`config.mk`:
```
export PLATFORM = sky130hd
export DESIGN_NAME = base64_strict_stream_decoder
export DESIGN_NICKNAME = d
export VERILOG_FILES = /design/src/b64d_pkg.sv /design/src/b64d_step.sv /design/src/b64d_outq.sv /design/src/base64_strict_stream_decoder.sv
export SDC_FILE = /design/constraint.sdc
export NUM_CORES = 1
export LEC_CHECK = 0
export ABC_AREA = 0
export BUFFER_PORTS_ARGS = -buffer_cell sky130_fd_sc_hd__buf_2
export CORE_UTILIZATION = 55
export DETAILED_ROUTE_END_ITERATION = 7
export GPL_TIMING_DRIVEN = 1
export PLACE_DENSITY = 0.8
export SLEW_MARGIN = 20
export SYNTH_ARGS = -nofsm -noshare
export SYNTH_HDL_FRONTEND = slang
export SYNTH_SLANG_ARGS = --single-unit
```
`constraint.sdc`:
```
create_clock -name clk -period 5.89 [get_ports clk]
set_input_delay 0.589 -clock clk [delete_from_list [all_inputs] [get_ports clk]]
set_output_delay 0.589 -clock clk [all_outputs]
set_load 0.005 [all_outputs]
```
`src/b64d_pkg.sv`:
```
// Shared types, constants and the alphabet lookup for the Base64 stream decoder.
// No dependencies; imported by every module of the block.
`default_nettype none

package b64d_pkg;

	localparam int NUM_RES = 4;          // most results one character can cause
	localparam int CNT_W   = 3;          // holds 0..NUM_RES

	localparam logic [7:0] CH_PAD   = 8'h3D;  // '='
	localparam logic [7:0] CH_UP_A  = 8'h41;
	localparam logic [7:0] CH_UP_Z  = 8'h5A;
	localparam logic [7:0] CH_LO_A  = 8'h61;
	localparam logic [7:0] CH_LO_Z  = 8'h7A;
	localparam logic [7:0] CH_DIG_0 = 8'h30;
	localparam logic [7:0] CH_DIG_9 = 8'h39;
	localparam logic [7:0] CH_PLUS  = 8'h2B;
	localparam logic [7:0] CH_SLASH = 8'h2F;

	localparam logic [7:0] OFS_LOWER = 8'd26;
	localparam logic [7:0] OFS_DIGIT = 8'd52;
	localparam logic [5:0] SX_PLUS   = 6'd62;
	localparam logic [5:0] SX_SLASH  = 6'd63;

	localparam logic KIND_DATA = 1'b0;
	localparam logic KIND_STAT = 1'b1;

	typedef enum logic [2:0] {
		ST_OK      = 3'd0,
		ST_LEN     = 3'd1,
		ST_BADCHAR = 3'd2,
		ST_MISPAD  = 3'd3,
		ST_PADPART = 3'd4,
		ST_TRAIL   = 3'd5
	} status_t;

	typedef struct packed {
		logic [17:0] held;
		logic [1:0]  grp;
		logic [1:0]  pad;
		status_t     err;
	} dec_state_t;

	typedef struct packed {
		logic       kind;
		logic [7:0] data_byte;
		status_t    status;
		logic       end_flag;
	} result_t;

	typedef result_t [NUM_RES-1:0] res_vec_t;

	typedef struct packed {
		res_vec_t         res;
		logic [CNT_W-1:0] cnt;
	} bundle_t;

	// {hit, sextet}; hit is low for anything outside the alphabet
	function automatic logic [6:0] sextet_of(input logic [7:0] c);
		logic [7:0] t;
		logic [6:0] r;
		t = 8'd0;
		r = 7'd0;
		if (c >= CH_UP_A && c <= CH_UP_Z) begin
			t = c - CH_UP_A;
			r = {1'b1, t[5:0]};
		end else if (c >= CH_LO_A && c <= CH_LO_Z) begin
			t = c - CH_LO_A + OFS_LOWER;
			r = {1'b1, t[5:0]};
		end else if (c >= CH_DIG_0 && c <= CH_DIG_9) begin
			t = c - CH_DIG_0 + OFS_DIGIT;
			r = {1'b1, t[5:0]};
		end else if (c == CH_PLUS) begin
			r = {1'b1, SX_PLUS};
		end else if (c == CH_SLASH) begin
			r = {1'b1, SX_SLASH};
		end
		return r;
	endfunction

endpackage

`default_nettype wire

```
`src/b64d_step.sv`:
```
// Per-character decode: next decoder state and the bundle of results it causes.
// Purely combinational; depends on b64d_pkg.
`default_nettype none

module b64d_step
	import b64d_pkg::*;
(
	input  wire logic [7:0] char_code,
	input  wire logic       char_valid,
	input  wire logic       last,
	input  wire dec_state_t cur,
	output dec_state_t      nxt,
	output bundle_t         bnd
);

	function automatic result_t mk_data(input logic [7:0] b);
		result_t r;
		r.kind      = KIND_DATA;
		r.data_byte = b;
		r.status    = ST_OK;
		r.end_flag  = 1'b0;
		return r;
	endfunction

	function automatic result_t mk_stat(input status_t s);
		result_t r;
		r.kind      = KIND_STAT;
		r.data_byte = 8'd0;
		r.status    = s;
		r.end_flag  = 1'b1;
		return r;
	endfunction

	logic [6:0]       sx;
	logic [23:0]      w;
	logic [1:0]       rem;
	status_t          s;
	logic [CNT_W-1:0] n;

	always_comb begin
		nxt = cur;
		bnd = '0;
		n   = '0;
		s   = ST_OK;
		rem = 2'd0;
		sx  = sextet_of(char_code);
		w   = {cur.held, sx[5:0]};

		if (char_valid && cur.err == ST_OK) begin
			if (char_code == CH_PAD) begin
				if (cur.pad >= 2'd2) begin
					nxt.err = ST_MISPAD;
				end else begin
					nxt.pad = cur.pad + 2'd1;
				end
			end else if (!sx[6]) begin
				nxt.err = ST_BADCHAR;
			end else if (cur.pad != 2'd0) begin
				nxt.err = ST_MISPAD;
			end else if (cur.grp == 2'd3) begin
				bnd.res[0] = mk_data(w[23:16]);
				bnd.res[1] = mk_data(w[15:8]);
				bnd.res[2] = mk_data(w[7:0]);
				n          = 3'd3;
				nxt.held   = '0;
				nxt.grp    = 2'd0;
			end else begin
				nxt.held = {cur.held[11:0], sx[5:0]};
				nxt.grp  = cur.grp + 2'd1;
			end
		end

		if (last) begin
			s   = nxt.err;
			rem = nxt.grp + nxt.pad;
			if (s == ST_OK) begin
				if (rem == 2'd1) begin
					s = ST_LEN;
				end else if (nxt.pad != 2'd0 && rem != 2'd0) begin
					s = ST_PADPART;
				end else if (nxt.grp == 2'd2 && nxt.held[3:0] != 4'd0) begin
					s = ST_TRAIL;
				end else if (nxt.grp == 2'd3 && nxt.held[1:0] != 2'd0) begin
					s = ST_TRAIL;
				end
			end
			// leftover bytes of a partial group; never together with a full group
			if (s == ST_OK) begin
				if (nxt.grp == 2'd2) begin
					bnd.res[0] = mk_data(nxt.held[11:4]);
					n          = 3'd1;
				end else if (nxt.grp == 2'd3) begin
					bnd.res[0] = mk_data(nxt.held[17:10]);
					bnd.res[1] = mk_data(nxt.held[9:2]);
					n          = 3'd2;
				end
			end
			bnd.res[n[1:0]] = mk_stat(s);
			n   = n + 3'd1;
			nxt = '0;
		end

		bnd.cnt = n;
	end

endmodule

`default_nettype wire

```
`src/b64d_outq.sv`:
```
// Result register: holds one bundle of up to four results and shifts them out
// one word per cycle while the output is not stalled. Depends on b64d_pkg.
`default_nettype none

module b64d_outq
	import b64d_pkg::*;
(
	input  wire logic    clk,
	input  wire logic    arst_n,
	input  wire logic    load,
	input  wire bundle_t bnd,
	input  wire logic    stall,
	output logic         valid,
	output result_t      head,
	output logic         free
);

	res_vec_t         res_q;
	logic [CNT_W-1:0] cnt_q;
	logic             take;

	assign valid = (cnt_q != '0);
	assign head  = res_q[0];
	assign take  = valid && !stall;
	// room next cycle: empty, or the final word leaves now
	assign free  = (cnt_q == '0) || (cnt_q == CNT_W'(1) && take);

	always_ff @(posedge clk or negedge arst_n) begin
		if (!arst_n) begin
			cnt_q <= '0;
		end else if (load) begin
			cnt_q <= bnd.cnt;
		end else if (take) begin
			cnt_q <= cnt_q - CNT_W'(1);
		end
	end

	always_ff @(posedge clk) begin
		if (load) begin
			res_q <= bnd.res;
		end else if (take) begin
			for (int i = 0; i < NUM_RES - 1; i++) begin
				res_q[i] <= res_q[i+1];
			end
		end
	end

	a_cnt_range: assert property (@(posedge clk) disable iff (!arst_n)
		cnt_q <= CNT_W'(NUM_RES))
		else $error("result count out of range");

	a_load_free: assert property (@(posedge clk) disable iff (!arst_n)
		load |-> (free && bnd.cnt != '0))
		else $error("bundle loaded over pending results or empty");

	a_status_final: assert property (@(posedge clk) disable iff (!arst_n)
		(valid && head.end_flag) |-> cnt_q == CNT_W'(1))
		else $error("status word is not the last of its bundle");

	a_drain: assert property (@(posedge clk) disable iff (!arst_n)
		(take && !load && cnt_q > CNT_W'(1)) |=> cnt_q == $past(cnt_q) - CNT_W'(1))
		else $error("result count did not step down");

endmodule

`default_nettype wire

```
`src/base64_strict_stream_decoder.sv`:
```
// Base64 strict stream decoder, top level: decoder state, step logic, result register.
// Depends on b64d_pkg, b64d_step, b64d_outq.
// The first result of an item appears in the cycle after the item is accepted.
// One character per cycle while in_stall is low; an item with results holds the result
// register until all of them have left, and characters that cause results wait for it to drain.
// Reset (arst_n low, asynchronous) clears the decoder state and empties the results.
`default_nettype none

module base64_strict_stream_decoder
	import b64d_pkg::*;
(
	input  wire logic       clk,
	input  wire logic       arst_n,
	input  wire logic       in_valid,
	output logic            in_stall,
	input  wire logic [7:0] char_code,
	input  wire logic       char_valid,
	input  wire logic       last,
	output logic            out_valid,
	input  wire logic       out_stall,
	output logic            kind,
	output logic [7:0]      data_byte,
	output logic [2:0]      status,
	output logic            end_flag
);

	dec_state_t st_q;
	dec_state_t st_nxt;
	bundle_t    bnd;
	result_t    head;
	logic       q_free;
	logic       accept;

	b64d_step u_step (
		.char_code  (char_code),
		.char_valid (char_valid),
		.last       (last),
		.cur        (st_q),
		.nxt        (st_nxt),
		.bnd        (bnd)
	);

	// only words that bring results need the result register
	assign in_stall = (bnd.cnt != '0) && !q_free;
	assign accept   = in_valid && !in_stall;

	always_ff @(posedge clk or negedge arst_n) begin
		if (!arst_n) begin
			st_q <= '0;
		end else if (accept) begin
			st_q <= st_nxt;
		end
	end

	b64d_outq u_outq (
		.clk    (clk),
		.arst_n (arst_n),
		.load   (accept && bnd.cnt != '0),
		.bnd    (bnd),
		.stall  (out_stall),
		.valid  (out_valid),
		.head   (head),
		.free   (q_free)
	);

	assign kind      = head.kind;
	assign data_byte = head.data_byte;
	assign status    = head.status;
	assign end_flag  = head.end_flag;

endmodule

`default_nettype wire

```
After elaboration in Yosys (flattened, before gate mapping)
Cells that the tools add are included.

cells by class
  eq/ne operators = 8
  order comparisons = 9
  reduce and logical (&&, ||, !) cells = 29
  muxes and demuxes = 51
  add/subtract/negate cells = 10

operators with widths
  kind                                                                                 number
  39-bit 2-to-1 mux                                                                    7
  20-bit 2-to-1 mux                                                                    4
  26-bit 2-to-1 mux                                                                    3
  3-bit 2-to-1 mux                                                                     21
  52-bit bitwise mux                                                                   1
  25-bit 2-to-1 mux                                                                    2
  13-bit 2-to-1 mux                                                                    3
  38-bit 2-to-1 mux                                                                    1
  7-bit 2-to-1 mux                                                                     5
  13-bit demux with 2-bit select                                                       1
  8-bit by 6-bit equality test with 1-bit output, second input constant                3
  8-bit by 7-bit greater-or-equal comparator with 1-bit output, second input constant  2
  8-bit by 7-bit less-or-equal comparator with 1-bit output, second input constant     2
  1-bit logical AND                                                                    13
  3-bit zero test                                                                      4
  6-bit subtractor, second input constant                                              2
  2-bit nonzero test                                                                   5
  8-bit by 6-bit greater-or-equal comparator with 1-bit output, second input constant  1
  8-bit by 6-bit less-or-equal comparator with 1-bit output, second input constant     1
  6-bit by 5-bit adder with 6-bit output, second input constant                        1
  6-bit adder, second input constant                                                   1
  2-bit equality test, second input constant                                           3
  2-bit 2-to-1 mux                                                                     3
  3-bit nonzero test                                                                   2
  13 further kinds                                                                     16

word-level totals
  flip-flop bits (word level) = 80
  logic and storage cells = 128
  output and inout bits = 15
  input port bits = 14

Depth between registers and ports, before layout
  depth after elaboration = 30
  depth in mapped cells = 25

By module
From an unflattened synthesis, not the netlist that was laid out.

unflattened totals
  cells, all modules = 541
  area, all modules = 5,783.0 µm²

modules (own cells, without submodules)
  module                        cells each  times used  seq. area each (µm²)  area each (µm²)
  b64d_outq                     137         1           1,636.6               2,552.4
  b64d_step                     348         1           0.0                   2,189.6
  base64_strict_stream_decoder  56          1           625.6                 1,041.0

Worst setup path before layout
Ideal clock, no wire load.

  kind = input-to-reg
  start point = in char_code[2]
  end point = reg u_outq.res_q (netlist bit u_outq.head[11]), data pin
  path buffers = 4
  library setup time = 0.158 ns
  stages on the path = 25
  arrival = 5.304 ns
  setup slack = 0.429 ns
  cells stage by stage = clkbuf_1 inv_1 ha_1 a21oi_1 a311oi_1 or3_1 buf_2 a21o_1 buf_4 a21oi_1 inv_1 ha_1 xor2_4 mux2i_1 nand4b_2 or2_1 buf_6 a22oi_1 inv_1 ha_1 nor2_1 a21oi_1 o211ai_1 nand2_1 o211ai_1

between the ends
  longest elaborated chain between the ends = 30

RTL lines
  element                                                    line                                RTL
  start, declared                                            base64_strict_stream_decoder.sv:16  input wire logic [7:0] char_code,
  branches (longest 29 deep; another with 6-bit subtractor)  -
  39-bit 2-to-1 mux (*)                                      b64d_outq.sv:39                     if (load) begin
  end signal, assigned                                       b64d_outq.sv:40                     res_q <= bnd.res;
  end signal, assigned by index                              b64d_outq.sv:43                     res_q[i] <= res_q[i+1];
  end, declared                                              b64d_outq.sv:18                     res_vec_t res_q;

Mark *: on every way between the ends. The select of a mux whose other input is x is not followed.
A chain may end at the register's enable or synchronous reset.

Worst setup path after layout
Same ends and word-level chain as after synthesis.

==> results by group <==
STA
  – Final Critical Period: 5.23 ns
  – Clock Skew: 0.0188 ns
  – RSZ-0062 raised after global routing: false
  – Worst slew pin tran: 1.02 ns
  – Final setup fails: 0
  – Period utilisation layout: 0.889
  – Slew HR: 0.316
  – Pins Over Slew Limit: 0
  – Final Hold Fails: 0
  – FMAX: 191 MHz
  – WHS: 0.293 ns
  – TNS Setup: 0 ns

Place
  – Gpl congestion: 0.971
  – Final HPWL DP: 9500 microns
  – I/O Buffers: 28

Power and ir drop
  – Maximum vdd drop: 0.000133 V
  – Sw Ratio: 0.372
  – Clock share of power: 0.246
  – Pwr dens: 342 nW/um^2
  – Psw: 671 uW
  – Sequential Power Share: 0.421
  – Lkg Pwr: 0.00210 uW
  – Comb power frac: 0.333
  – Int Pwr: 1130 uW

Synthesis
  – Mapped cell area: 4930 sq um
  – Share of the synthesized area in the top cell type: 0.244
  – Post-synth EDFFs: 40
  – Syn_area_per_cell: 8.85 sq um
  – Cell variety after synth: 81
  – Post-Synthesis Cells: 557
  – Top FF cell, synth: edfxtp_1
  – Top cells by area, synth: edfxtp_1 (24%), dfrtp_1 (14%), ha_1 (5.1%)
  – Ys async rst share: 0.412
  – Yosys reg bits: 68
  – Register area share after synthesis: 0.386
  – Syn_nets: 591
  – Syn. warnings: 0
  – Dominant cell type by area after synthesis: edfxtp_1

Clock network
  – Reg clk slew, reported paths: 0.09 ns
  – CTS Hold Bufs: 0
  – TritonCTS clock tree: yes
  – Cts repair resizes: 0
  – Clk Latency, worst-skew pair: 0.37 ns
  – Cts bufs inserted: 9
  – Clock buffer depth: 2
  – CTS HTree Levels: 3
  – Post-CTS setup buffers: 0
  – Root Buffer: clkbuf_8
  – # clock sinks: 68

Finish
  – Fin nets: 599
  – Antenna cell count: 0
  – Most common cell after layout, fill and taps aside: nand2_1
  – Fillers: 767
  – Area delta synth->final: 6.95%
  – Layout cell share with drive strength beyond 1: 0.135
  – Most frequent cells in the layout: nand2_1 (65), nor2_1 (46), edfxtp_1 (40), a21oi_1 (39), o21ai_0 (34)

Route
  – Vias: 4555
  – First DRT Iteration DRCs: 636
  – DR WL/cell: 20.0 microns
  – Residual DRC: 1
  – Wirelength, routed: 13500 microns
  – ANT nets after route: 0
  – DR vias/cell: 6.72
  – Drt pass-1 iters: 8

Outcome
  – Status: finished, violations left
  – Failing checks: DRC

Worst setup path
  – Worst r2r dst: u_outq.head[11]$_DFFE_PP_
  – Critical R2R Launch: st_q[2]$_DFFE_PN0P_
  – Data required time of the critical path: 6.09 ns
  – Setup slack, reg-to-reg: 0.74 ns
  – Startpoint Class: input port
  – Crit-path max FO: 12
  – Kind of critical path: input port to register
  – Worst setup EP type: register
  – CP endpoint: u_outq.head[11]$_DFFE_PP_
  – Data arrival, critical path: 5.44 ns
  – Setup crit start: char_code[2]
  – Reg2Reg Depth: 20

Worst hold path
  – Type of the worst min-delay path: input port to async pin

Die
  – Starting Density: 0.568
  – Die ar.: 9350 sq um
  – FP Rows: 34
  – CORE AREA: 8680 sq um
  – Die width: 96.7 microns
  – Die Span Y: 96.7 microns
  – I/O Pins: 29

GRT
  – Global route total overflow: 0
  – Initial antenna violation count: 0
  – Largest net degree at the start of global routing: 37
  – Vias in the first global route: 4218
  – First-pass GRT wire length: 21800 microns
  – GRT Overall Usage: 0.293

Flow run
  – # Max-Cap Violations: 0
## routing by layer
layer,global-route usage,vias up,share of wire
li1,-,2073,-
met1,0.399,2142,0.41
met5,0,-,0
met3,0.0571,53,0.097
met2,0.455,287,0.46
met4,0.131,0,0.035
## cells in the mapped netlist, types with 3 or more instances
| library cell | count |
|---|---|
| a211o_1 | 5 |
| a21o_1 | 3 |
| a21oi_1 | 39 |
| a221oi_1 | 4 |
| a22o_1 | 8 |
| a22oi_1 | 16 |
| a311o_1 | 3 |
| a31oi_1 | 9 |
| a32oi_1 | 3 |
| and3_1 | 11 |
| buf_4 | 14 |
| buf_6 | 3 |
| clkbuf_1 | 22 |
| dfrtp_1 | 28 |
| edfxtp_1 | 40 |
| ha_1 | 20 |
| inv_1 | 26 |
| mux2i_1 | 4 |
| nand2_1 | 65 |
| nand2b_1 | 6 |
| nand3_1 | 14 |
| nand3b_1 | 3 |
| nor2_1 | 46 |
| nor2b_1 | 4 |
| nor3_1 | 9 |
| nor4_1 | 5 |
| o211ai_1 | 6 |
| o21ai_0 | 34 |
| o21ai_1 | 17 |
| o22ai_1 | 5 |
| o31a_1 | 3 |
| o31ai_1 | 11 |
| or3_1 | 5 |
| xnor2_1 | 7 |
## power by group through the flow
stage	sequential (uW)	combinational (uW)	clock [uW]
floorplan	726	473	0
global placement	759	564	0
detailed placement	766	586	0
CTS	755	591	443
global route	769	658	462
finish	760	601	444
## sequential cells by signal, indices dropped and copies added (netlist names)
name          flops
st_q             25
u_outq.cnt_q      3
u_outq.head      12
u_outq.res_q     28
## final cells by class
cell class | instances | area [sq um] | share of cell area
repair buffers | 39 | 223 | 0.0422
well taps | 108 | 135 | 0.0256
flip-flops and latches | 68 | 1900 | 0.361
inverters | 26 | 97.6 | 0.0185
multi-input cells | 421 | 2690 | 0.511
clock buffers | 9 | 124 | 0.0235
clock inverters | 7 | 98.8 | 0.0187
## kinds of logic (layout without fill, tap and decap cells)
| kind of cell | after synthesis | after routing | share of synthesized area |
|---|---|---|---|
| AOI/OAI and AO/OA | 195 | 195 | 0.266 |
| xor gates and xnor gates | 9 | 9 | 0.0198 |
| adders and majority gates | 20 | 20 | 0.0508 |
| buffers and inverters | 68 | 81 | 0.0680 |
| DFF | 68 | 68 | 0.386 |
| muxes | 6 | 6 | 0.0142 |
| and+or+nand+nor | 191 | 191 | 0.195 |
## critical path: stages
cell	delay [ns]
buf_2	0.22
inv_1	0.14
ha_1	0.28
and3_1	0.17
a21o_1	0.22
o21ai_2	0.30
a21oi_4	0.10
nand2_1	0.14
nor2_1	0.08
a21oi_1	0.24
inv_1	0.09
ha_1	0.25
xor2_4	0.26
mux2i_1	0.32
nand3_1	0.16
a211oi_2	0.43
a21oi_1	0.23
ha_1	0.32
nor2_1	0.12
buf_4	0.18
a21oi_1	0.06
o211ai_1	0.26
nand2_1	0.09
o211ai_1	0.16
## stage by stage
step / setup slack [ns] / total power (uW) / instance area [sq um] / util / std cells
floorplan: 0.429 / 1200 / 4930 / - / 557
global placement: 0.550 / 1320 / 5050 / 0.582 / 662
detailed placement: 0.397 / 1350 / 5050 / 0.582 / 662
CTS: 0.758 / 1790 / 5270 / 0.608 / 678
global route: 0.221 / 1890 / 5270 / 0.608 / 678
finish: 0.656 / 1800 / 5270 / 0.608 / 678
## worst min path at each step
stage,slack [ns],depth (start not counted),end
after floorplan,0.29,0,st_q[0]$_DFFE_PN0P_
after global placement,0.50,2,u_outq.res_q[26]$_DFFE_PP_
after detailed placement,0.51,2,u_outq.res_q[26]$_DFFE_PP_
after CTS,0.30,1,st_q[22]$_DFFE_PN0P_
after global routing,0.33,1,st_q[22]$_DFFE_PN0P_
final,0.29,1,st_q[22]$_DFFE_PN0P_
Note: power is estimated with default switching activity, not from simulation.
